$ cat config.mk
export PLATFORM = sky130hd
export DESIGN_NAME = modbus_rtu_frame_receiver_unit
export DESIGN_NICKNAME = d
export VERILOG_FILES = /design/src/design/mrfr_pkg.sv /design/src/design/mrfr_in_reg.sv /design/src/design/mrfr_core.sv /design/src/design/mrfr_out_reg.sv /design/src/design/modbus_rtu_frame_receiver_unit.sv
export SDC_FILE = /design/constraint.sdc
export NUM_CORES = 1
export LEC_CHECK = 0
export BUFFER_PORTS_ARGS = -buffer_cell sky130_fd_sc_hd__buf_4
export CAP_MARGIN = 20
export CORE_MARGIN = 2
export CORE_UTILIZATION = 53
export CTS_BUF_LIST = sky130_fd_sc_hd__clkbuf_16
export DETAILED_ROUTE_END_ITERATION = 12
export GPL_ROUTABILITY_DRIVEN = 0
export PLACE_DENSITY = 0.77
export SYNTH_ARGS = -nofsm -noshare
export SYNTH_HDL_FRONTEND = slang
export SYNTH_HIERARCHICAL = 1
export SYNTH_SLANG_ARGS = --single-unit
$ cat constraint.sdc
create_clock -name clk -period 7.7 [get_ports clk]
set_input_delay 0.77 -clock clk [delete_from_list [all_inputs] [get_ports clk]]
set_output_delay 0.77 -clock clk [all_outputs]
set_load 0.02 [all_outputs]
$ cat src/design/mrfr_pkg.sv
package mrfr_pkg;

  // Counter width covers the longest read reply (3 + 255 + 2 bytes)
  localparam int unsigned CNT_W = 9;

  // Frame lengths
  localparam logic [CNT_W-1:0] HDR_READ_LEN    = 9'd3;
  localparam logic [CNT_W-1:0] CRC_LEN         = 9'd2;
  localparam logic [CNT_W-1:0] WRITE_FRAME_LEN = 9'd8;
  localparam logic [CNT_W-1:0] FUNC_POS        = 9'd2;

  // Modbus CRC-16: reflected polynomial, start value
  localparam logic [15:0] CRC_POLY = 16'hA001;
  localparam logic [15:0] CRC_INIT = 16'hFFFF;

  // Configuration register indexes
  localparam logic CFG_IDX_READ_FC  = 1'b0;
  localparam logic CFG_IDX_WRITE_FC = 1'b1;

  // Reset values of the function code registers
  localparam logic [7:0] READ_FC_RST  = 8'd3;
  localparam logic [7:0] WRITE_FC_RST = 8'd6;

  typedef struct packed {
    logic [7:0] rx_byte;
    logic       response_pending;
    logic       chunk_last;
  } in_word_t;

  typedef struct packed {
    logic [7:0] frame_address;
    logic [7:0] function_code;
    logic [7:0] data_byte_count;
    logic       crc_ok;
    logic       was_response;
  } out_word_t;

  // Handshake between the frame core and the result register
  typedef struct packed {
    logic take;   // core consumes the staged word this cycle
    logic load;   // the consumed word completes a frame
  } core_ctl_t;

  // One byte through the bitwise CRC-16
  function automatic logic [15:0] crc16_byte(input logic [15:0] crc, input logic [7:0] b);
    logic [15:0] c;
    c = crc ^ {8'h00, b};
    for (int k = 0; k < 8; k++) begin
      c = c[0] ? ((c >> 1) ^ CRC_POLY) : (c >> 1);
    end
    return c;
  endfunction

endpackage

$ cat src/design/mrfr_in_reg.sv
module mrfr_in_reg (
  input  logic              clk,
  input  logic              rst_n,
  input  logic              in_valid,
  output logic              in_ready,
  input  mrfr_pkg::in_word_t in_data,
  input  logic              take,
  output logic              stg_valid,
  output mrfr_pkg::in_word_t stg_data
);
  import mrfr_pkg::*;

  logic     valid_r, valid_nxt;
  in_word_t data_r;

  // Free when empty or when the staged word leaves this cycle
  assign in_ready = !valid_r || take;

  always_comb begin
    valid_nxt = valid_r;
    if (in_ready) begin
      valid_nxt = in_valid;
    end
  end

  always_ff @(posedge clk) begin
    if (!rst_n) begin
      valid_r <= 1'b0;
    end else begin
      valid_r <= valid_nxt;
    end
  end

  // Payload
  always_ff @(posedge clk) begin
    if (in_valid && in_ready) begin
      data_r <= in_data;
    end
  end

  assign stg_valid = valid_r;
  assign stg_data  = data_r;

endmodule

$ cat src/design/mrfr_core.sv
module mrfr_core (
  input  logic               clk,
  input  logic               rst_n,
  input  logic               cfg_we,
  input  logic               cfg_index,
  input  logic [7:0]         cfg_wdata,
  input  logic               stg_valid,
  input  mrfr_pkg::in_word_t  stg_data,
  input  logic               res_free,
  output mrfr_pkg::core_ctl_t ctl,
  output mrfr_pkg::out_word_t res_data
);
  import mrfr_pkg::*;

  logic [7:0]       read_fc_r, write_fc_r;
  logic [CNT_W-1:0] cnt_r, cnt_nxt;
  logic [7:0]       addr_r, addr_nxt;
  logic [7:0]       func_r, func_nxt;
  logic [7:0]       count_r, count_nxt;
  logic [15:0]      crc_r, crc_nxt;

  logic [CNT_W-1:0] total;
  logic             is_read, is_write, known, emit, drop, take;

  // Function code registers
  always_ff @(posedge clk) begin
    if (!rst_n) begin
      read_fc_r  <= READ_FC_RST;
      write_fc_r <= WRITE_FC_RST;
    end else if (cfg_we) begin
      case (cfg_index)
        CFG_IDX_READ_FC:  read_fc_r  <= cfg_wdata;
        CFG_IDX_WRITE_FC: write_fc_r <= cfg_wdata;
        default: ;
      endcase
    end
  end

  assign take = stg_valid && res_free;

  // Capture header bytes, run CRC, classify the frame
  always_comb begin
    addr_nxt  = addr_r;
    func_nxt  = func_r;
    count_nxt = count_r;
    case (cnt_r)
      9'd0:    addr_nxt  = stg_data.rx_byte;
      9'd1:    func_nxt  = stg_data.rx_byte;
      9'd2:    count_nxt = stg_data.rx_byte;
      default: ;
    endcase
    crc_nxt = crc16_byte(crc_r, stg_data.rx_byte);
    cnt_nxt = cnt_r + 9'd1;

    // read format wins when both codes match
    is_read  = (func_nxt == read_fc_r);
    is_write = !is_read && (func_nxt == write_fc_r);
    total    = is_read ? (HDR_READ_LEN + {1'b0, count_nxt} + CRC_LEN) : WRITE_FRAME_LEN;
    known    = is_write || (cnt_nxt >= HDR_READ_LEN);

    emit = 1'b0;
    drop = 1'b0;
    if (cnt_nxt >= FUNC_POS) begin
      if (is_read || is_write) begin
        emit = known && (cnt_nxt == total);
        drop = known && (cnt_nxt > total);
      end else begin
        drop = 1'b1;
      end
    end
    // partial frame dies at chunk end unless a reply is awaited
    if (stg_data.chunk_last && !stg_data.response_pending) begin
      drop = 1'b1;
    end
  end

  // Frame state
  always_ff @(posedge clk) begin
    if (!rst_n) begin
      cnt_r   <= '0;
      addr_r  <= '0;
      func_r  <= '0;
      count_r <= '0;
      crc_r   <= CRC_INIT;
    end else if (take) begin
      if (emit || drop) begin
        cnt_r   <= '0;
        addr_r  <= '0;
        func_r  <= '0;
        count_r <= '0;
        crc_r   <= CRC_INIT;
      end else begin
        cnt_r   <= cnt_nxt;
        addr_r  <= addr_nxt;
        func_r  <= func_nxt;
        count_r <= count_nxt;
        crc_r   <= crc_nxt;
      end
    end
  end

  assign ctl.take = take;
  assign ctl.load = take && emit;

  assign res_data.frame_address   = addr_nxt;
  assign res_data.function_code   = func_nxt;
  assign res_data.data_byte_count = is_read ? count_nxt : 8'd0;
  assign res_data.crc_ok          = (crc_nxt == 16'd0);
  assign res_data.was_response    = stg_data.response_pending;

endmodule

$ cat src/design/mrfr_out_reg.sv
module mrfr_out_reg (
  input  logic                clk,
  input  logic                rst_n,
  input  mrfr_pkg::core_ctl_t ctl,
  input  mrfr_pkg::out_word_t res_data,
  output logic                res_free,
  output logic                out_valid,
  input  logic                out_ready,
  output mrfr_pkg::out_word_t out_data
);
  import mrfr_pkg::*;

  logic      valid_r, valid_nxt;
  out_word_t data_r;

  // Slot is free when empty or being drained this cycle
  assign res_free = !valid_r || out_ready;

  always_comb begin
    valid_nxt = valid_r;
    if (ctl.load) begin
      valid_nxt = 1'b1;
    end else if (out_ready) begin
      valid_nxt = 1'b0;
    end
  end

  always_ff @(posedge clk) begin
    if (!rst_n) begin
      valid_r <= 1'b0;
    end else begin
      valid_r <= valid_nxt;
    end
  end

  // Payload
  always_ff @(posedge clk) begin
    if (ctl.load) begin
      data_r <= res_data;
    end
  end

  assign out_valid = valid_r;
  assign out_data  = data_r;

endmodule

$ cat src/design/modbus_rtu_frame_receiver_unit.sv
// Modbus RTU reply deframer: takes one received byte per word on the input channel
// and emits one result word per completed frame (address, function, byte count, CRC
// check, and whether a request was pending). A byte is taken every cycle unless an
// untaken result stalls input; each byte is registered in the input register, and
// the frame state and CRC-16 update are done in a single pass from there into the
// result register, which loads once its slot is free. A result that is not taken
// holds the result register, and the input register then holds one more byte before
// input stalls. The user must write the function code registers through the cfg port
// only while the block is idle (not enforced by the block); no clearing pass follows reset.
module modbus_rtu_frame_receiver_unit (
  input  logic                clk,
  input  logic                rst_n,
  input  logic                in_valid,
  output logic                in_ready,
  input  mrfr_pkg::in_word_t  in_data,
  output logic                out_valid,
  input  logic                out_ready,
  output mrfr_pkg::out_word_t out_data,
  input  logic                cfg_we,
  input  logic                cfg_index,
  input  logic [7:0]          cfg_wdata
);
  import mrfr_pkg::*;

  logic      stg_valid;
  in_word_t  stg_data;
  logic      res_free;
  core_ctl_t ctl;
  out_word_t res_data;

  // Input register
  mrfr_in_reg u_in_reg (
    .clk       (clk),
    .rst_n     (rst_n),
    .in_valid  (in_valid),
    .in_ready  (in_ready),
    .in_data   (in_data),
    .take      (ctl.take),
    .stg_valid (stg_valid),
    .stg_data  (stg_data)
  );

  // Frame state and CRC
  mrfr_core u_core (
    .clk       (clk),
    .rst_n     (rst_n),
    .cfg_we    (cfg_we),
    .cfg_index (cfg_index),
    .cfg_wdata (cfg_wdata),
    .stg_valid (stg_valid),
    .stg_data  (stg_data),
    .res_free  (res_free),
    .ctl       (ctl),
    .res_data  (res_data)
  );

  // Result register
  mrfr_out_reg u_out_reg (
    .clk       (clk),
    .rst_n     (rst_n),
    .ctl       (ctl),
    .res_data  (res_data),
    .res_free  (res_free),
    .out_valid (out_valid),
    .out_ready (out_ready),
    .out_data  (out_data)
  );

endmodule

==> metrics.csv <==
metric;value;unit
status;finished, final reports clean;
layout_commonest_cell;nand2_1;
die_x;102;µm
synth.distinct_cells;59;
fp.dieArea;10500;µm²
leakage;2.26;nW
grt_pass1_wl;19.2;mm
synth-main-ff-cell;dfxtp_1;
max_freq;165;MHz
synth_nets;559;
drc;0;
total_power;1.21;mW
maxCapViolations;0;
fin_hold_ws;0.461;ns
clock_path_buffers;2;
grt_max_degree;25;
rsz0062_at_grt;false;
p_per_area;207;nW/µm²
period_needed;6.04;ns
track_usage;23.8;%
core_area;9330;µm²
grt_antenna_before_repair;0;
ys_seq_area_share;47.2;%
wl_met1;5.17;mm
htree_levels;3;
synth_edf_count;36;
crit_required;7.99;ns
clock_latency;0.34;ns
post_cts.repair.setup_buffers;0;
cts_made_buffers;9;
dr_wl_met3;733;µm
holdCritPathClass;flop to flop;
initial_core_util;55.0;%
fin_area;5840;µm²
num_io_pins;52;
fin_ws;1.66;ns
slew_violations;0;
crit_fanout;24;
critPathArrivalTime;6.33;ns
io_buffers;51;
fp.dieH;102;µm
num_vias;4031;
route.antenna.remaining_nets;0;
placed_area;5560;µm²
setup_viol;0;
mappedNetlistArea;5130;µm²
finalWirelength;11.7;mm
highest_layer;met4;
syn_area_per_cell;9.86;µm²
yosysWarnings;6;
mostFrequentLayoutCells;nand2_1, dfxtp_1, buf_4, edfxtp_1, nor2_1;
drt_pre_antenna_iters;5;
ctsRootBufferMaster;clkbuf_16;
cts_resized;0;
first_global_vias;3833;
diodes;0;
areaGrowthSynthToFinish;13.9;%
rows;35;
startpoint_type;flop;
finalNonFillerCells;693;
place_ws;1.87;ns
cts_tree;done;
synthArstFlopShare;0;%
avgViaCountPerCell;5.82;
ctsHoldBuffers;0;
fin_worst_skew;0.00669;ns
period_share;78.5;%
dp_cells;677;
hold_viol;0;
synth_seq_cells;103;
routedWlPerCell;16.9;µm
dpl.hpwl;8.33;mm
grt_overflow;0;
tightest_slew;0.927;ns
setup.worst_path.class;flop to flop;
clkTransAtPathRegs;0.07;ns
utilization;62.6;%
layout.nets;598;
crit_path_end_kind;flop;
drtIter0Drc;405;
tns;0;ns
syn_inst;520;
layout-drive-gt1-share;17.0;%
fillCellCount;765;
wl_met2;5.58;mm
slew_headroom;38.2;%
peakVddDrop;0.111;mV
cts.sinks;103;
==> cell families (layout without fill, tap and decap cells) <==
kind of cell / after synthesis / after routing / synth area share [%]
adder cells (fa/ha/maj): 15 / 15 / 3.66
XOR/XNOR: 31 / 31 / 5.29
AO/OA/AOI/OAI: 119 / 119 / 17.5
AND/OR/NAND/NOR: 183 / 183 / 18.5
flip-flops: 103 / 103 / 47.2
buffers and inverters: 54 / 98 / 4.76
multiplexers: 15 / 15 / 3.05
==> cells in the mapped netlist (5+ instances only) <==
| cell type | n | share of area (%) |
|---|---|---|
| and2_1 | 7 | 0.85 |
| nand3_1 | 12 | 1.2 |
| o22a_1 | 8 | 1.4 |
| a22o_1 | 16 | 2.7 |
| a21boi_0 | 13 | 1.9 |
| o21ai_0 | 21 | 2.0 |
| dfxtp_1 | 67 | 26 |
| nand4_1 | 7 | 0.85 |
| inv_1 | 29 | 2.1 |
| ha_1 | 15 | 3.7 |
| nand2b_1 | 12 | 1.5 |
| mux2i_1 | 10 | 2.0 |
| o211ai_1 | 11 | 1.6 |
| nor2b_1 | 7 | 0.85 |
| xnor2_1 | 22 | 3.8 |
| nor2_1 | 34 | 2.5 |
| clkbuf_1 | 16 | 1.2 |
| mux2_2 | 5 | 1.1 |
| a21oi_1 | 16 | 1.6 |
| xor2_1 | 9 | 1.5 |
| edfxtp_1 | 36 | 21 |
| nand2_1 | 70 | 5.1 |
| nor3_1 | 5 | 0.49 |
==> area by class of cell <==
class                   count  area, µm²  area share, %
clock inverters             7       57.6          0.985
well taps                 129        161           2.76
flip-flops and latches    103       2420           41.5
repair buffers             53        398           6.81
clock buffers               9        225           3.86
multi-input cells         363       2470           42.3
inverters                  29        109           1.86
==> per-layer routing <==
metal,vias up,GRT usage [%]
met1,1894,32.1
met5,-,0
li1,1938,-
met3,22,3.69
met2,177,38.9
met4,0,8.41
==> worst paths after layout <==
check / start / to / slack [ns] / cells after the start
setup reg to reg: u_core/cnt_r[0]$_SDFFE_PN0P_ / u_core/cnt_r[4]$_SDFFE_PN0P_ / 1.66 / 17
hold / removal: u_core/count_r[3]$_SDFFE_PN0P_ / u_core/count_r[3]$_SDFFE_PN0P_ / 0.46 / 2
hold reg to reg: u_core/count_r[3]$_SDFFE_PN0P_ / u_core/count_r[3]$_SDFFE_PN0P_ / 0.46 / 2
setup / recovery: u_core/cnt_r[0]$_SDFFE_PN0P_ / u_core/cnt_r[4]$_SDFFE_PN0P_ / 1.66 / 17
==> report_power, final <==
group | internal [mW] | switching (mW)
clock | 0.223 | 0.209
sequential | 0.583 | 0.0211
combinational | 0.0720 | 0.0985
==> worst max-delay path, cell delays in order (launching register included) <==
cell and delay, ns:
dfxtp_1 0.50, ha_1 0.34, inv_1 0.15, nor3_2 0.77, mux2i_1 0.44, o32ai_1 0.23, or4b_2 0.91, nor2_1 0.22
nand2_1 0.08, ha_1 0.29, nand2_1 0.09, nor2_1 0.05, nand4_1 0.14, o211a_1 0.16, inv_1 0.08, o311ai_4 0.43
and2_1 0.81, a22o_2 0.28
==> flip-flops by register name, indices dropped and copies added, names as in the netlist <==
| register | count |
|---|---|
| u_out_reg/out_data | 26 |
| u_core/crc_r | 16 |
| u_in_reg/stg_data | 10 |
| u_core/cnt_r | 9 |
| u_core/addr_r | 8 |
| u_core/count_r | 8 |
| u_core/func_r | 8 |
| u_core/read_fc_r | 8 |
| u_core/write_fc_r | 8 |
| u_in_reg/stg_valid | 1 |
| u_out_reg/out_valid | 1 |
Note: power is estimated with default switching activity, not from simulation.
